File: src/rtl/quaternion_attitude_yaw_fusion_unit_defines.svh
// Assertion helpers for the attitude fusion block.
// Both expect signals named clock and reset in the calling scope.
`ifndef QUATERNION_ATTITUDE_YAW_FUSION_UNIT_DEFINES_SVH
`define QUATERNION_ATTITUDE_YAW_FUSION_UNIT_DEFINES_SVH

// Same-cycle implication.
`define QAYF_ASSERT_SAME(label, ante, cons) \
   label: assert property (@(posedge clock) disable iff (reset) (ante) |-> (cons)) \
      else $error("qayf: same-cycle check failed");

// Next-cycle implication.
`define QAYF_ASSERT_NEXT(label, ante, cons) \
   label: assert property (@(posedge clock) disable iff (reset) (ante) |=> (cons)) \
      else $error("qayf: next-cycle check failed");

`endif

File: src/rtl/qayf_pkg.sv
`default_nettype none

package qayf_pkg;

   localparam int ANGLE_ITERATIONS_DEF = 16;

   localparam int VEC_W      = 40;   // CORDIC vector width
   localparam int ANGLE_W    = 24;   // CORDIC angle, 1e-4 degree
   localparam int SQRT_IN_W  = 58;
   localparam int SQRT_OUT_W = 29;
   localparam int SQRT_STEPS = 29;

   localparam logic [15:0] PERIOD_RESET    = 16'd10;
   localparam logic [15:0] MAX_AGE_RESET   = 16'd5000;
   localparam logic [15:0] MIN_SPEED_RESET = 16'd500;
   localparam logic [14:0] DEADBAND_RESET  = 15'd150;
   localparam logic [15:0] GAIN_MIN_RESET  = 16'd3277;
   localparam logic [15:0] GAIN_MAX_RESET  = 16'd22938;

   typedef enum logic [1:0] {
      OP_GYRO  = 2'd0,
      OP_ACCEL = 2'd1,
      OP_QUAT  = 2'd2
   } op_type;

   typedef enum logic [2:0] {
      CSR_PERIOD    = 3'd0,
      CSR_MAX_AGE   = 3'd1,
      CSR_MIN_SPEED = 3'd2,
      CSR_DEADBAND  = 3'd3,
      CSR_GAIN_MIN  = 3'd4,
      CSR_GAIN_MAX  = 3'd5
   } csr_index_type;

   typedef enum logic [1:0] {
      ANG_ROLL,
      ANG_PITCH,
      ANG_YAW
   } angle_type;

   typedef enum logic [3:0] {
      S_IDLE,
      S_GYRO,
      S_PROD,
      S_SQMUL,
      S_SQSTART,
      S_SQWAIT,
      S_ANG_START,
      S_ANG_WAIT,
      S_ANG_MUL,
      S_ANG_RND,
      S_GAIN_MUL,
      S_GAIN_Q,
      S_GAIN_CLAMP,
      S_CORR_MUL,
      S_CORR,
      S_EMIT
   } state_type;

   // atan(2^-i) in 1e-4 degree
   function automatic logic signed [ANGLE_W-1:0] atan_step(input logic [4:0] idx);
      logic signed [ANGLE_W-1:0] res;
      unique case (idx)
         5'd0:  res = 24'sd450000;
         5'd1:  res = 24'sd265651;
         5'd2:  res = 24'sd140362;
         5'd3:  res = 24'sd71250;
         5'd4:  res = 24'sd35763;
         5'd5:  res = 24'sd17899;
         5'd6:  res = 24'sd8952;
         5'd7:  res = 24'sd4476;
         5'd8:  res = 24'sd2238;
         5'd9:  res = 24'sd1119;
         5'd10: res = 24'sd560;
         5'd11: res = 24'sd280;
         5'd12: res = 24'sd140;
         5'd13: res = 24'sd70;
         5'd14: res = 24'sd35;
         5'd15: res = 24'sd17;
         5'd16: res = 24'sd9;
         5'd17: res = 24'sd4;
         5'd18: res = 24'sd2;
         5'd19: res = 24'sd1;
         5'd20: res = 24'sd1;
         default: res = 24'sd0;
      endcase
      return res;
   endfunction

endpackage

`default_nettype wire

File: src/rtl/qayf_cordic.sv
`default_nettype none

module qayf_cordic #(
   parameter int ITERATIONS = qayf_pkg::ANGLE_ITERATIONS_DEF
) (
   input  logic                                  clock,
   input  logic                                  reset,
   input  logic                                  start,
   input  logic signed [qayf_pkg::VEC_W-1:0]     vec_y,
   input  logic signed [qayf_pkg::VEC_W-1:0]     vec_x,
   output logic                                  done,
   output logic signed [qayf_pkg::ANGLE_W-1:0]   angle
);

   localparam int CNT_W = $clog2(ITERATIONS);

   logic                                busy_ff, busy_in;
   logic                                done_ff, done_in;
   logic [CNT_W-1:0]                    step_ff, step_in;
   logic signed [qayf_pkg::VEC_W-1:0]   x_ff, x_in, y_ff, y_in;
   logic signed [qayf_pkg::ANGLE_W-1:0] z_ff, z_in;
   logic signed [qayf_pkg::VEC_W-1:0]   shx, shy;
   logic signed [qayf_pkg::ANGLE_W-1:0] step_angle;
   logic                                last;

   assign shx        = x_ff >>> step_ff;
   assign shy        = y_ff >>> step_ff;
   assign step_angle = qayf_pkg::atan_step(5'(step_ff));
   assign last       = (step_ff == CNT_W'(ITERATIONS - 1));

   always_comb begin
      busy_in = busy_ff;
      done_in = 1'b0;
      step_in = step_ff;
      x_in    = x_ff;
      y_in    = y_ff;
      z_in    = z_ff;
      if (start) begin
         busy_in = 1'b1;
         step_in = '0;
         // fold the left half plane onto the right one
         if (vec_x < 0) begin
            x_in = -vec_x;
            y_in = -vec_y;
            z_in = (vec_y >= 0) ? 24'sd1800000 : -24'sd1800000;
         end else begin
            x_in = vec_x;
            y_in = vec_y;
            z_in = '0;
         end
      end else if (busy_ff) begin
         if (y_ff > 0) begin
            x_in = x_ff + shy;
            y_in = y_ff - shx;
            z_in = z_ff + step_angle;
         end else begin
            x_in = x_ff - shy;
            y_in = y_ff + shx;
            z_in = z_ff - step_angle;
         end
         step_in = step_ff + 1'b1;
         if (last) begin
            busy_in = 1'b0;
            done_in = 1'b1;
         end
      end
   end

   always_ff @(posedge clock) begin
      if (reset) begin
         busy_ff <= 1'b0;
         done_ff <= 1'b0;
         step_ff <= '0;
      end else begin
         busy_ff <= busy_in;
         done_ff <= done_in;
         step_ff <= step_in;
      end
   end

   always_ff @(posedge clock) begin
      x_ff <= x_in;
      y_ff <= y_in;
      z_ff <= z_in;
   end

   assign done  = done_ff;
   assign angle = z_ff;

endmodule

`default_nettype wire

File: config.mk
export PLATFORM = sky130hd
export DESIGN_NAME = qayf_cordic
export DESIGN_NICKNAME = d
export VERILOG_FILES = /design/src/rtl/quaternion_attitude_yaw_fusion_unit_defines.svh /design/src/rtl/qayf_pkg.sv /design/src/rtl/qayf_cordic.sv
export SDC_FILE = /design/constraint.sdc
export NUM_CORES = 1
export LEC_CHECK = 0
export BUFFER_PORTS_ARGS = -buffer_cell sky130_fd_sc_hd__buf_2
export CAP_MARGIN = 20
export CORE_AREA = 4 4 285 217
export CTS_CLUSTER_DIAMETER = 50
export DETAILED_ROUTE_END_ITERATION = 10
export DIE_AREA = 0 0 289 221
export PLACE_DENSITY_LB_ADDON = 0.2
export SYNTH_ARGS = -nofsm -noshare
export SYNTH_HDL_FRONTEND = slang
export SYNTH_SLANG_ARGS = --single-unit
File: constraint.sdc
create_clock -name clock -period 5.95 [get_ports clock]
set_input_delay 0.8925 -clock clock [delete_from_list [all_inputs] [get_ports clock]]
set_output_delay 0.8925 -clock clock [all_outputs]
set_load 0.02 [all_outputs]
==> results.md <==
* Critical path cell sequence: buf_6, buf_4, mux4_2, mux2_2, nand2b_1, a211oi_2, buf_4, nand2_1, nor2_1, o21ai_0, a222oi_1, ha_1, a21oi_1, o21ai_0, o21ai_1, o22ai_1, o31ai_1, o21a_1, nor3_4, nor3_1, xor2_1, o21ai_0
* Compound-Gate Fraction of Synth Area at 22.99%
* RePlAce Congestion at 0.9204
* CTS tree: built
* Synth Area in Simple Gates at 18.34%
* Slew @ Worst Pin at 1024 ps
* Wirelength, routed at 69360 um
* P&R area growth vs syn at 14.60%
* GRT Util Overall at between 20% and 30%
* XOR/XNOR Fraction of Synth Area at a little under an eighth
* Hpwl dp at ~54000 um
* DRC Markers at 0
* Die footprint at roughly 64000 um^2
* Worst-path clk slew at about 70 ps
* Post-Syn Nets at ~2500
* Crit path top cell by count: o21ai_0
* Most frequent cells in the layout: 268 x nand2_1, 183 x a21oi_1, 178 x nor2_1
* FILL cells at about 6100
* Worst Min Path Start: reset
* Root Buffer: clkbuf_16
* First-pass GRT wire length at around 100000 um
* Worst Path Required at between 6000 and 7000 ps
* Asr flop ratio synth at 0%
* Setup TNS at 0 ps
* 1st-iter DRT viols at about 2000
* Reg2reg end: y_ff[37]
* CTS sink cnt at approximately 130
* Max-Cap Viols at 0
* CTS buffer count at 17
* Most common cell after layout, fill and taps aside: nand2_1
* Main synth FF type: edfxtp_1
* Reg2Reg Depth at 22
* Finish-stage setup viols at 0
* Vias in the first global route at ~17000
* HP Class: input pin to flip-flop
* Rows at 77
* Post-synthesis mux area share at between 15 and 20%
* CP Capture Type: flip-flop
* Slew Limit Headroom at a little under a third
* Pins Over Slew Limit at 0
* Share of cells above drive strength 1 at about 18%
* Outcome: complete, no violations
* I/O pin count at ~110
* H-tree levels at 4
* Routed len/inst at approximately 22 um
* Worst-Skew Late Latency at ~500 ps
* Largest net degree at the start of global routing at between 80 and 90
* Area post-placement at 20490 um^2
* Crit path max fanout at 8
* Cell taking the most area after synthesis: edfxtp_1
* Post-Syn Area per Cell at slightly above 8 um^2
* Max stage delay cell, worst path: mux4_2
* Post-route minimum period at ~5700 ps
* Overall via count from detail_route at ~18000
* Bufs on Longest Clock Path at 2
* Post-Synthesis Cell Area at between 15000 and 20000 um^2
* DP Worst Slack at -117.4 ps
* Final hold vios at 0
* Synth warnings at 0
* Seq/Total Area, Yosys at about a fifth
* Port Buf Inserts at 107
* Drt first pass iters at 6
* CP max stage delay at 530 ps
* R2r startpoint: step_ff[1]
* Final setup margin at about 230 ps
* DR vias/cell at 5.771
* CP Launch Type: flip-flop
* Adder-cell share of the synthesized area at under 10%
* Crit path kind: flip-flop to flip-flop
* Hold Path Stages at 2
* Hold Crit Endpoint: busy_ff
* CTS Hold Buffers Added at 0
* Initial Util at 31.79%
* Core Area at slightly below 60000 um^2
* CP bufs+invs at 3
* Peak Freq at about 170 MHz
* Post-layout nets at around 2600
* Final worst-path cycle share at 96.20%
* Post-synthesis cell type count at 96
* Post-synth top area share at 16.71%
* Post-Route Utilization at 36.43%
* Main combinational cell family by area after synthesis: compound AO/OA/AOI/OAI gates
* Overflow after GRT at 0
* Die height at ~220 um
* Flop2flop setup slack at around 230 ps
* Antenna viol nets, final at 0
* Design Area, Final at around 21000 um^2
* Synth area leaders: edfxtp_1 17%, mux4_2 8.1%, ha_1 8.0%
* Final Skew at 19.48 ps
* CP arrival at between 5000 and 6000 ps
* EDFF count, synth at 104
* DIE WIDTH at a little under 300 um
* Register bit total from synthesis at around 130
* Delay-heaviest family, CP: compound AO/OA/AOI/OAI gates
* Synth Instances at around 2200
* Initial antenna violation count at 8
==> layer usage <==
metal	up-vias	global-route usage (%)	share of wire, %
met2	734	29.57	41
met3	76	5.216	8.4
met4	2	5.486	1.9
li1	8708	-	-
met1	8855	31.85	49
met5	-	0	0.019
==> metrics by stage <==
step                hold slack, ps  std cells
finish                       594.2       3184
floorplan                    549.4       2246
CTS                          539.6       3166
global route                 581.5       3183
global placement             617.8       3131
detailed placement           615.1       3132
==> how the worst max path moves through the flow <==
stage                           from        to  cells past startpoint
after floorplan           step_ff[2]  x_ff[35]                     28
after global placement      y_ff[30]  y_ff[37]                     18
after detailed placement  step_ff[1]  y_ff[39]                     19
after CTS                 step_ff[1]  y_ff[39]                     23
after global routing      step_ff[1]  y_ff[38]                     23
final                     step_ff[1]  y_ff[37]                     22
==> worst register-to-register path, delay by kind of cell (launching register included) <==
family | cells | cell delay [ps]
compound gates | 10 | 2290
buf+inv | 3 | 460
fa+ha+maj | 1 | 370
simple gates | 5 | 790
flops | 1 | 460
mux | 2 | 880
xor+xnor | 1 | 180
==> flip-flops by register name, summed over array words and instances, names as in the netlist <==
register	count
done	1
angle	24
x_ff	40
step_ff	4
busy_ff	1
step_angle	19
y_ff	40
==> cell type report <==
type                       instances  area, um^2  area share (%)
multi-input combinational       1950       14450           67.50
sequential                       129        3638           16.99
timing repair buffer             224        1536           7.176
tap                              790       988.4           4.616
clock buffer                      19       464.2           2.168
inverter                          54       202.7          0.9466
clock inverter                    13       115.1          0.5376
antenna                            5       12.51         0.05844
==> logic make-up after synthesis <==
group	after synthesis
xor gates and xnor gates	242
adders and majority gates	123
and+or+nand+nor	727
DFF	129
muxes	187
buffers and inverters	167
AOI/OAI and AO/OA	671
==> synthesized netlist by cell type, types with 53 or more instances <==
library cell and instances:
xor2_1 107, ha_1 120, o31ai_1 53, mux2i_1 78
mux4_2 67, nand2_1 268, nor2_1 180, xnor2_1 135
edfxtp_1 104, o21ai_0 168, a21oi_1 183, clkbuf_1 55
==> repair_timing <==
| item | 4_1_cts | 5_1_grt |
|---|---|---|
| gates resized for setup | 2 | 36 |
| cloned | 0 | 0 |
| buffers inserted | 2 | 13 |
| pin swaps | 0 | 8 |
| setup endpoints to repair | 8 | 28 |
Power is left out: the tool's default activity adds up to more than one toggle a clock period on the data nets, which glitch-free logic cannot reach.
