<file path="src/rtl/quaternion_attitude_yaw_fusion_unit_defines.svh">
// Assertion helpers for the attitude fusion block.
// Both expect signals named clock and reset in the calling scope.
`ifndef QUATERNION_ATTITUDE_YAW_FUSION_UNIT_DEFINES_SVH
`define QUATERNION_ATTITUDE_YAW_FUSION_UNIT_DEFINES_SVH

// Same-cycle implication.
`define QAYF_ASSERT_SAME(label, ante, cons) \
   label: assert property (@(posedge clock) disable iff (reset) (ante) |-> (cons)) \
      else $error("qayf: same-cycle check failed");

// Next-cycle implication.
`define QAYF_ASSERT_NEXT(label, ante, cons) \
   label: assert property (@(posedge clock) disable iff (reset) (ante) |=> (cons)) \
      else $error("qayf: next-cycle check failed");

`endif

</file>
<file path="src/rtl/qayf_pkg.sv">
`default_nettype none

package qayf_pkg;

   localparam int ANGLE_ITERATIONS_DEF = 16;

   localparam int VEC_W      = 40;   // CORDIC vector width
   localparam int ANGLE_W    = 24;   // CORDIC angle, 1e-4 degree
   localparam int SQRT_IN_W  = 58;
   localparam int SQRT_OUT_W = 29;
   localparam int SQRT_STEPS = 29;

   localparam logic [15:0] PERIOD_RESET    = 16'd10;
   localparam logic [15:0] MAX_AGE_RESET   = 16'd5000;
   localparam logic [15:0] MIN_SPEED_RESET = 16'd500;
   localparam logic [14:0] DEADBAND_RESET  = 15'd150;
   localparam logic [15:0] GAIN_MIN_RESET  = 16'd3277;
   localparam logic [15:0] GAIN_MAX_RESET  = 16'd22938;

   typedef enum logic [1:0] {
      OP_GYRO  = 2'd0,
      OP_ACCEL = 2'd1,
      OP_QUAT  = 2'd2
   } op_type;

   typedef enum logic [2:0] {
      CSR_PERIOD    = 3'd0,
      CSR_MAX_AGE   = 3'd1,
      CSR_MIN_SPEED = 3'd2,
      CSR_DEADBAND  = 3'd3,
      CSR_GAIN_MIN  = 3'd4,
      CSR_GAIN_MAX  = 3'd5
   } csr_index_type;

   typedef enum logic [1:0] {
      ANG_ROLL,
      ANG_PITCH,
      ANG_YAW
   } angle_type;

   typedef enum logic [3:0] {
      S_IDLE,
      S_GYRO,
      S_PROD,
      S_SQMUL,
      S_SQSTART,
      S_SQWAIT,
      S_ANG_START,
      S_ANG_WAIT,
      S_ANG_MUL,
      S_ANG_RND,
      S_GAIN_MUL,
      S_GAIN_Q,
      S_GAIN_CLAMP,
      S_CORR_MUL,
      S_CORR,
      S_EMIT
   } state_type;

   // atan(2^-i) in 1e-4 degree
   function automatic logic signed [ANGLE_W-1:0] atan_step(input logic [4:0] idx);
      logic signed [ANGLE_W-1:0] res;
      unique case (idx)
         5'd0:  res = 24'sd450000;
         5'd1:  res = 24'sd265651;
         5'd2:  res = 24'sd140362;
         5'd3:  res = 24'sd71250;
         5'd4:  res = 24'sd35763;
         5'd5:  res = 24'sd17899;
         5'd6:  res = 24'sd8952;
         5'd7:  res = 24'sd4476;
         5'd8:  res = 24'sd2238;
         5'd9:  res = 24'sd1119;
         5'd10: res = 24'sd560;
         5'd11: res = 24'sd280;
         5'd12: res = 24'sd140;
         5'd13: res = 24'sd70;
         5'd14: res = 24'sd35;
         5'd15: res = 24'sd17;
         5'd16: res = 24'sd9;
         5'd17: res = 24'sd4;
         5'd18: res = 24'sd2;
         5'd19: res = 24'sd1;
         5'd20: res = 24'sd1;
         default: res = 24'sd0;
      endcase
      return res;
   endfunction

endpackage

`default_nettype wire

</file>
<file path="src/rtl/qayf_isqrt.sv">
`default_nettype none

module qayf_isqrt (
   input  logic                               clock,
   input  logic                               reset,
   input  logic                               start,
   input  logic [qayf_pkg::SQRT_IN_W-1:0]     radicand,
   output logic                               done,
   output logic [qayf_pkg::SQRT_OUT_W-1:0]    root
);

   localparam int CNT_W = $clog2(qayf_pkg::SQRT_STEPS);

   logic                               busy_ff, done_ff;
   logic [CNT_W-1:0]                   cnt_ff;
   logic [qayf_pkg::SQRT_IN_W-1:0]     rad_ff;
   logic [30:0]                        rem_ff;
   logic [qayf_pkg::SQRT_OUT_W-1:0]    root_ff;
   logic [32:0]                        rem_sh, trial;
   logic                               fits;

   // one result bit per cycle, two radicand bits in
   assign rem_sh = {rem_ff, rad_ff[qayf_pkg::SQRT_IN_W-1 -: 2]};
   assign trial  = {2'b00, root_ff, 2'b01};
   assign fits   = (rem_sh >= trial);

   always_ff @(posedge clock) begin
      if (reset) begin
         busy_ff <= 1'b0;
         done_ff <= 1'b0;
         cnt_ff  <= '0;
      end else begin
         done_ff <= 1'b0;
         if (start) begin
            busy_ff <= 1'b1;
            cnt_ff  <= '0;
         end else if (busy_ff) begin
            cnt_ff <= cnt_ff + 1'b1;
            if (cnt_ff == CNT_W'(qayf_pkg::SQRT_STEPS - 1)) begin
               busy_ff <= 1'b0;
               done_ff <= 1'b1;
            end
         end
      end
   end

   always_ff @(posedge clock) begin
      if (start) begin
         rad_ff  <= radicand;
         rem_ff  <= '0;
         root_ff <= '0;
      end else if (busy_ff) begin
         rad_ff  <= rad_ff << 2;
         rem_ff  <= fits ? 31'(rem_sh - trial) : rem_sh[30:0];
         root_ff <= {root_ff[qayf_pkg::SQRT_OUT_W-2:0], fits};
      end
   end

   assign done = done_ff;
   assign root = root_ff;

endmodule

`default_nettype wire

</file>
<file path="config.mk">
export PLATFORM = sky130hd
export DESIGN_NAME = qayf_isqrt
export DESIGN_NICKNAME = d
export VERILOG_FILES = /design/src/rtl/quaternion_attitude_yaw_fusion_unit_defines.svh /design/src/rtl/qayf_pkg.sv /design/src/rtl/qayf_isqrt.sv
export SDC_FILE = /design/constraint.sdc
export NUM_CORES = 1
export LEC_CHECK = 0
export BUFFER_PORTS_ARGS = -buffer_cell sky130_fd_sc_hd__buf_2
export CAP_MARGIN = 5
export CORE_UTILIZATION = 30
export DETAILED_ROUTE_END_ITERATION = 6
export PLACE_DENSITY_LB_ADDON = 0.1
export SYNTH_ARGS = -nofsm -noshare
export SYNTH_HDL_FRONTEND = slang
export SYNTH_SLANG_ARGS = --single-unit
</file>
<file path="constraint.sdc">
create_clock -name clock -period 2.8 [get_ports clock]
set_input_delay 0.42 -clock clock [delete_from_list [all_inputs] [get_ports clock]]
set_output_delay 0.42 -clock clock [all_outputs]
set_load 0.01 [all_outputs]
</file>
==> flow_metrics.tcl, run 1 <==
set metrics [dict create \
    worst_clock_skew_ps 12.00 \
    slew_viol_final 0 \
    fin_crit_ps 2671 \
    startpoint_type "register" \
    critPathSlowestCell "a211oi_4" \
    maxCapViolCount 0 \
    seq_area_frac_synth 0.4313 \
    synth_nets 790 \
    drive_gt1_frac 0.3627 \
    rr_endpoint "rem_ff[4]" \
    stdcell_count 1171 \
    grt.total_usage 0.1544 \
    cts_buffer_depth 2 \
    fillers 2352 \
    r2r_setup_slack_ps 130 \
    antenna_found_initial 1 \
    met2_wirelength_mm 8.480 \
    ios 91 \
    slowest_delay_ps 360 \
    yosysWarnings 0 \
    synth_top_area_cell "edfxtp_1" \
    antenna_cells 0 \
    placementRows 56 \
    place_congestion 0.8659 \
    worstHoldPathType "in -> reg" \
    yosys.area_share.xor_xnor 0.03186 \
    cts_buffers 17 \
    dp_hpwl_mm 12.99 \
    ys.flop_type "dfxtp_1" \
    p_sw_frac 0.4051 \
    synth-simple-area-share 0.1182 \
    fin_setup_tns_ps 0 \
    synth_edf_count 58 \
    worst_pin_slew_ps 547.1 \
    h-tree-depth 4 \
    drcViolationCount 0 \
    path_delay_family "simple AND/OR/NAND/NOR gates" \
    cts.clk_slew.worst_paths_ps 70 \
    synthTopCellsByArea "edfxtp_1 (24%), dfxtp_1 (19%), mux2_2 (9.6%), mux2i_1 (6.4%), ha_1 (5.8%)" \
    clock_sinks 125 \
    start_util 0.3054 \
    grt_pass1_vias 5825 \
    first_pass_iters 4 \
    critPathBufInv 2 \
    power_frac_comb 0.601 \
    seqPwrFrac 0.210 \
    netlist_area_mm2 0.007148 \
    insertion_delay_ps 430 \
    m1WireLength_mm 8.298 \
    cp-endpoint "rem_ff[4]" \
    coreArea_mm2 0.02340 \
    p_clk_frac 0.189 \
    power.density_mw_per_mm2 1250 \
    design_area_mm2 0.009175 \
    fin_crit_sh 0.9540 \
    die_area_mm2 0.02445 \
    overflow 0 \
    cts_tree "built" \
    p_sw_mw 4.647 \
    routed.top_layer "met5" \
    setup_viol 0 \
    synth_top_family_by_area "multiplexers" \
    die_h_um 156.4 \
    layout.nets 933 \
    cp.depth 11 \
    path_class "reg -> reg" \
    via_per_inst 4.844 \
    fmax_mhz 374.4 \
    r2r-start "root[25]" \
    dr.first_iter.drc_count 296 \
    worstPathCellList "inv_1 > ha_4 > and3_4 > and3_4 > nor4b_4 > nand3_2 > a211oi_4 > nor2_8 > clkbuf_16 > a211o_1 > a311oi_1" \
    async_flop_share 0 \
    synthMuxAreaShare 0.1605 \
    synth_top_area_share 0.2437 \
    wl_mm 18.18 \
    cp_max_fo 8 \
    critPathCaptureType "register" \
    dr_total_vias 5672 \
    outcome "completed" \
    synth_common_cells "nor2_1 (74), dfxtp_1 (67), mux2_2 (61)" \
    yosysMostFrequentCell "nor2_1" \
    grt_max_degree 65 \
    power.internal_mw 6.824 \
    worst-r2r-cell-count 11 \
    rsz0062_at_grt "true" \
    leakage_nw 3.747 \
    synth_compound_area_frac 0.1432 \
    portBuffers 90 \
    antenna_left 0 \
    worstPathArrival_ps 3020 \
    path_common_cell "and3_4" \
    syn2layout_area_growth_pct 28.36 \
    die_w_um 156.4 \
    synthAdderAreaFrac 0.05776 \
    syn_inst 696 \
    required_ps 3140 \
    syn_area_per_cell_um2 10.27 \
    cts-root-buf "clkbuf_16" \
    hold_viol 0 \
    max_slew_margin 0.6353 \
    wl_met3_mm 1.041 \
    numPlacedInstances 1133 \
    crit_path_start "root[25]" \
    ys_types 68 \
    wl_per_cell_um 15.53 \
    ys_ff_latch 125 \
    place_area_mm2 0.008337 \
    grt_pass1_wl_mm 29.43 \
    ir_drop_v 0.0005657 \
]
-- what timing repair did --
action / 4_1_cts / 5_1_grt
pin swaps: 1 / 15
hold endpoints to repair: 0 / 0
resized for setup: 0 / 45
gates cloned: 0 / 1
setup buffers: 0 / 5
hold buffers: 0 / 0
setup endpoints to repair: 1 / 24
-- cell families (layout without fill, tap and decap cells) --
group | Yosys count | count (layout)
AO/OA/AOI/OAI | 144 | 144
XOR/XNOR | 26 | 26
adder cells (fa/ha/maj) | 33 | 33
buffers and inverters | 88 | 244
flip-flops | 125 | 125
multiplexers | 107 | 107
AND/OR/NAND/NOR | 173 | 173
-- through the flow --
stage	hold slack (ps)	worst slack [ps]	util	total power, mW
4_1_cts	151.4	26.35	0.3804	10.95
3_3_place_gp	465.8	106.6	0.3562	8.750
3_5_place_dp	483.1	8.108	0.3562	8.707
5_1_grt	155.3	-15.63	0.3921	12.28
6_report	172.8	128.8	0.3921	11.47
2_1_floorplan	445.3	126.2	-	6.887
-- registers in the layout (all words and copies together) (netlist names) --
name,flops
rem_ff,31
busy_ff,1
root,29
cnt_ff,5
rad_ff,58
done,1
-- power by group through the flow --
stage / Sequential, mW / Combinational [mW] / Clock (mW)
after floorplan: 2.36 / 4.52 / 0
after global placement: 2.42 / 6.33 / 0
after detailed placement: 2.42 / 6.28 / 0
after CTS: 2.39 / 6.33 / 2.24
after global routing: 2.44 / 7.53 / 2.30
final: 2.40 / 6.90 / 2.17
-- how the worst min path moves through the flow --
stage                from    endpoint  slack, ps  cells past startpoint
6_report            reset     busy_ff        170                      2
5_1_grt             reset     busy_ff        160                      2
4_1_cts             reset     busy_ff        150                      2
3_5_place_dp   rem_ff[10]  rem_ff[10]        480                      2
3_3_place_gp   rem_ff[10]  rem_ff[10]        470                      2
2_1_floorplan  rem_ff[15]  rem_ff[15]        450                      2
-- area by class of cell --
type / count / area [um2] / area share
clock buffer: 17 / 425.4 / 0.04637
multi-input combinational: 483 / 3852 / 0.4199
sequential: 125 / 3094 / 0.3372
timing repair buffer: 165 / 1087 / 0.1185
clock inverter: 15 / 140.1 / 0.01527
tap: 319 / 399.1 / 0.04350
inverter: 47 / 176.4 / 0.01923
-- routing by layer --
metal	vias to the layer above	track usage
met1	2686	0.1895
met3	31	0.04625
li1	2815	-
met2	138	0.2581
met5	-	0
met4	2	0.04902
-- placed cells by master (no fill, tap or decap), types with 26 or more instances in the layout --
| cell type | Yosys | layout |
|---|---|---|
| nor2_1 | 74 | 74 |
| o21ai_0 | 32 | 30 |
| mux2i_1 | 46 | 45 |
| buf_2 | 5 | 89 |
| nand2_1 | 43 | 41 |
| inv_1 | 47 | 45 |
| mux2_2 | 61 | 61 |
| edfxtp_1 | 58 | 58 |
| a21oi_1 | 27 | 26 |
| buf_4 | 7 | 70 |
| dfxtp_1 | 67 | 58 |
-- worst register-to-register path, delay by kind of cell (launching register included) --
family | cells | cell delay [ps]
AND/OR/NAND/NOR | 5 | 910
AO/OA/AOI/OAI | 3 | 840
flip-flops | 1 | 340
adder cells (fa/ha/maj) | 1 | 260
buffers and inverters | 2 | 240
Power figures use the tool's default switching activity.
==> run 2, diff against run 1 <==
- ABC_AREA: default -> 1
- BUFFER_PORTS_ARGS: -buffer_cell sky130_fd_sc_hd__buf_2 -> default
- DONT_BUFFER_PORTS: default -> 1
==> run 2 against run 1 <==
Utilization shrank 4.4 points. Critical path type unchanged. Sequential power shrank 5%. Worst hold slack lost 110 ps. Clock power grew 13%. Largest cell class unchanged. Clock-buffer cell count is the same. Synthesized cell count grew 57%.
==> flow_metrics.tcl, run 2 <==
set metrics [dict create \
    cts.clk_slew.worst_paths_ps 70 \
    coreArea_mm2 0.02439 \
    layout.nets 1185 \
    worst-r2r-cell-count 17 \
    required_ps 3130 \
    synthTopCellsByArea "nand2_1 (26%), edfxtp_1 (23%), dfxtp_1 (18%), inv_1 (7.5%), ha_1 (5.5%)" \
    start_util 0.3075 \
    async_flop_share 0 \
    yosysWarnings 0 \
    fmax_mhz 400.9 \
    syn_area_per_cell_um2 6.855 \
    holdPathEnd "busy_ff" \
    antenna_left 0 \
    synth_top_area_cell "nand2_1" \
    first_pass_iters 4 \
    ys.flop_type "dfxtp_1" \
    insertion_delay_ps 430 \
    syn_inst 1094 \
    worstHoldPathType "in -> reg" \
    fin_util 0.3479 \
    path_common_cell "nand2_1" \
    maxCapViolCount 0 \
    startpoint_type "register" \
    grt_pass1_wl_mm 33.82 \
    hold_ws_ps 61.56 \
    largest_reg_flops 58 \
    place_congestion 0.8744 \
    antenna_found_initial 0 \
    via_per_inst 4.477 \
    cts_hold_buf 0 \
    power_frac_comb 0.518 \
    finalPower_mw 9.790 \
    hold_viol 0 \
    min-delay-start "reset" \
    fin_crit_sh 0.8910 \
    worst_pin_slew_ps 595.5 \
    antenna_cells 0 \
    r2r-start "root[5]" \
    ys_ff_latch 125 \
    regMostFlops "rad_ff" \
    yosysMostFrequentCell "nand2_1" \
    die_area_mm2 0.02564 \
    wl_mm 20.67 \
    wl_per_cell_um 14.48 \
    ir_drop_v 0.0004712 \
    p_sw_mw 4.506 \
    critPathSlowestCell "dfxtp_1" \
    ys_types 34 \
    slowest_delay_ps 380 \
    dp_hpwl_mm 15.23 \
    portBuffers 0 \
    synth_common_cells "nand2_1 (522), inv_1 (149), nand3_1 (71)" \
    seqPwrFrac 0.232 \
    grt_max_degree 63 \
    p_sw_frac 0.4603 \
    critPathCaptureType "register" \
    critPathBufInv 5 \
    post-cts-setup-buffers 0 \
    cts_buffer_depth 2 \
    syn2layout_area_growth_pct 13.15 \
    synth_nets 1188 \
    seq_area_frac_synth 0.4111 \
    slew_viol_final 0 \
    overflow 0 \
    netlist_area_mm2 0.007500 \
    fin_setup_tns_ps 0 \
    layout_commonest_cell "nand2_1" \
    ios 91 \
    worstPathCellList "inv_1 > ha_1 > nand2_1 > inv_1 > nand2_1 > nand2_1 > inv_2 > nand3_2 > nand2_1 > nand2_2 > nand2_4 > buf_4 > nand3_1 > nand2_1 > inv_1 > nand2_1 > nand2_1" \
    cts_tree "built" \
    leakage_nw 4.325 \
    post_cts_resized 0 \
    path_delay_family "simple AND/OR/NAND/NOR gates" \
    p_clk_frac 0.250 \
    drive_gt1_frac 0.05712 \
    outcome "completed" \
    cp_max_fo 25 \
    grt_pass1_vias 6496 \
    drcViolationCount 0 \
    final_cell_mix "nand2_1 (522), inv_1 (148), nand3_1 (71), dfxtp_1 (67), edfxtp_1 (58)" \
    die_w_um 160.1 \
    worstPathArrival_ps 2820 \
    synth_edf_count 58 \
    path_class "reg -> reg" \
    synth_top_area_share 0.2613 \
    max_slew_margin 0.6024 \
    cp.depth 17 \
    cts-root-buf "clkbuf_16" \
    power.density_mw_per_mm2 1154 \
    grt.total_usage 0.1678 \
    setup_viol 0 \
    placementRows 57 \
    clock_sinks 125 \
    dr.first_iter.drc_count 278 \
    rsz0062_at_grt "false" \
    power.internal_mw 5.284 \
    cts_buffers 17 \
    fin_crit_ps 2495 \
    die_h_um 160.1 \
    r2r_setup_slack_ps 310 \
    h-tree-depth 4 \
    rr_endpoint "rem_ff[26]" \
    worst_clock_skew_ps 12.12 \
    dr_total_vias 6388 \
    hold_depth 1 \
]
[run 2: power by group through the flow]
stage | clock network [mW] | logic, mW | registers, mW
6_report | 2.45 | 5.07 | 2.27
5_1_grt | 2.58 | 5.83 | 2.29
3_5_place_dp | 0 | 5.14 | 2.31
4_1_cts | 2.51 | 5.16 | 2.27
2_1_floorplan | 0 | 3.94 | 2.27
3_3_place_gp | 0 | 5.18 | 2.31
[run 2: how the worst max path moves through the flow]
stage	start	endpoint	slack, ps
after floorplan	start	rad_ff[0]	700
after global placement	root[5]	rem_ff[26]	260
after detailed placement	root[6]	rem_ff[26]	290
after CTS	root[6]	rem_ff[26]	290
after global routing	root[5]	rem_ff[26]	90
final	root[5]	rem_ff[26]	310
[run 2: cell families after synthesis]
group	Yosys count	synth area share
fa+ha+maj	33	0.05506
compound gates	60	0.04721
flops	125	0.4111
buf+inv	184	0.09693
xor+xnor	15	0.01752
simple gates	677	0.3722
[run 2: per-layer routing]
| metal | GRT usage | wire length [um] | up-vias |
|---|---|---|---|
| li1 | - | - | 3409 |
| met1 | 0.2124 | 9909 | 2848 |
| met2 | 0.2761 | 9341 | 114 |
| met3 | 0.05013 | 1140 | 17 |
| met4 | 0.04589 | 276 | 0 |
| met5 | 0 | 0 | - |
[run 2: area by class of cell]
cell class | instances | area, um2
Clock buffer | 17 | 425.4
Inverter | 153 | 575.6
Clock inverter | 14 | 209.0
Sequential cell | 125 | 3083
Timing Repair Buffer | 9 | 92.59
Tap cell | 324 | 405.4
Multi-Input combinational cell | 785 | 3695
Fill cell | 2716 | 15910
[run 2: metrics by stage]
stage               instance area [um2]  worst slack, ps  std cells
CTS                                8486            285.6       1427
global placement                   7851            260.6       1396
finish                             8486            305.3       1427
floorplan                          7501            704.8       1094
detailed placement                 7851            286.3       1396
global route                       8486            92.70       1427
==> run 3, diff against run 2 <==
- CELL_PAD_IN_SITES_DETAIL_PLACEMENT: default -> 1
- CELL_PAD_IN_SITES_GLOBAL_PLACEMENT: default -> 2
==> run 3 against run 2 <==
Maximum frequency fell by 1.1%. Sequential share of layout area barely moved. Sequential cell count did not move. Via count rose by 2.6%. Final cell count barely moved. Highest routed layer unchanged.
==> flow_metrics.tcl, run 3 (same netlist as run 2, synthesis figures left out) <==
set metrics [dict create \
    cts_buffers 17 \
    regMostFlops "rad_ff" \
    maxCapViolCount 0 \
    layout.nets 1185 \
    wl_per_cell_um 15.86 \
    h-tree-depth 4 \
    setup_viol 0 \
    worst_pin_slew_ps 555.8 \
    cts_hold_buf 0 \
    path_common_cell "nand2_1" \
    largest_reg_flops 58 \
    path_delay_family "simple AND/OR/NAND/NOR gates" \
    final_cell_mix "nand2_1 (522), inv_1 (148), nand3_1 (71), dfxtp_1 (67), edfxtp_1 (58)" \
    grt_max_degree 63 \
    via_per_inst 4.588 \
    critPathSlowestCell "dfxtp_1" \
    fin_crit_ps 2522 \
    critPathBufInv 3 \
    critPathCaptureType "register" \
    grt_pass1_vias 6941 \
    outcome "completed" \
    ios 91 \
    rsz0062_at_grt "false" \
    fin_crit_sh 0.9007 \
    fmax_mhz 396.5 \
    layout_commonest_cell "nand2_1" \
    required_ps 3090 \
    die_w_um 160.1 \
    multiInputGateArea_mm2 0.003699 \
    regArea_mm2 0.003083 \
    final.setup.worst_slack_ps 277.9 \
    antenna_left 0 \
    leakage_nw 4.324 \
    worst_clock_skew_ps 21.98 \
    die_h_um 160.1 \
    antenna_found_initial 0 \
    cp_max_fo 17 \
    die_area_mm2 0.02564 \
    ir_drop_v 0.0004729 \
    max_slew_margin 0.6291 \
    fillers 3139 \
    drive_gt1_frac 0.05797 \
    crit_path_start "root[22]" \
    worstPathArrival_ps 2810 \
    antenna_cells 0 \
    grt.total_usage 0.1850 \
    insertion_delay_ps 430 \
    worstPathCellList "inv_1 > ha_1 > nand2_1 > inv_1 > a21oi_2 > nand2_1 > nand2_1 > nand2_2 > nor2_8 > buf_4 > nand3_1 > nand3_1 > o21ai_1" \
    power.density_mw_per_mm2 1180 \
    dr.first_iter.drc_count 281 \
    startpoint_type "register" \
    r2r_setup_slack_ps 280 \
    portBuffers 0 \
    placementRows 57 \
    post_cts_resized 0 \
    path_class "reg -> reg" \
    slew_viol_final 0 \
    cts-root-buf "clkbuf_16" \
    grt_pass1_wl_mm 37.20 \
    place_congestion 0.8679 \
    syn2layout_area_growth_pct 13.28 \
    post-cts-setup-buffers 0 \
    worstHoldPathType "in -> reg" \
    cts_tree "built" \
    slowest_delay_ps 390 \
    min-delay-start "reset" \
    rr_endpoint "rem_ff[0]" \
    clock_sinks 125 \
    cp-endpoint "rem_ff[0]" \
    overflow 0 \
    first_pass_iters 4 \
    drcViolationCount 0 \
    dr_total_vias 6551 \
    fin_setup_tns_ps 0 \
    r2r-start "root[22]" \
    worst-r2r-cell-count 13 \
    hold_viol 0 \
    dp_hpwl_mm 17.23 \
    cp.depth 13 \
    cts_buffer_depth 2 \
    start_util 0.3075 \
    wl_mm 22.65 \
    cts.clk_slew.worst_paths_ps 60 \
    coreArea_mm2 0.02439 \
    pre_cts_ws_ps 190.4 \
]
run 3: metrics by stage:
| step | cell area (um2) | hold slack (ps) | util | power, mW | cells |
|---|---|---|---|---|---|
| 3_3_place_gp | 7853 | 446.7 | 0.3219 | 7.654 | 1396 |
| 3_5_place_dp | 7853 | 445.5 | 0.3219 | 7.652 | 1396 |
| 2_1_floorplan | 7501 | 426.5 | - | 6.207 | 1094 |
| 4_1_cts | 8492 | 41.81 | 0.3482 | 10.21 | 1428 |
| 5_1_grt | 8496 | 39.65 | 0.3483 | 10.94 | 1428 |
| 6_report | 8496 | 68.09 | 0.3483 | 10.03 | 1428 |
run 3: report_power, final:
group | switching (mW) | internal [mW] | total, mW | leakage (nW)
combinational | 3.63 | 1.63 | 5.25 | 2.88
clock | 0.978 | 1.52 | 2.50 | 0.306
sequential | 0.133 | 2.14 | 2.28 | 1.14
run 3: worst min path at each step:
stage                  to  slack, ps  depth (start not counted)
6_report          busy_ff         70                          1
5_1_grt           busy_ff         40                          1
4_1_cts           busy_ff         40                          1
3_5_place_dp   rem_ff[29]        450                          2
3_3_place_gp   rem_ff[30]        450                          2
2_1_floorplan  rem_ff[29]        430                          2
run 3: metal layers:
layer	up-vias	routed length (um)	GRT usage	share of wire
met2	98	10570	0.3093	0.47
met1	3027	11010	0.2397	0.49
li1	3415	-	-	-
met4	0	212	0.04502	0.0094
met3	11	858	0.04286	0.038
met5	-	0	0	0
run 3: area by class of cell:
type                    instances  share of cell area
multi-input cells             785              0.4353
repair buffers                  9             0.01090
well taps                     324             0.04772
clock inverters                14             0.02474
clock buffers                  18             0.05052
inverters                     153             0.06789
flip-flops and latches        125              0.3629
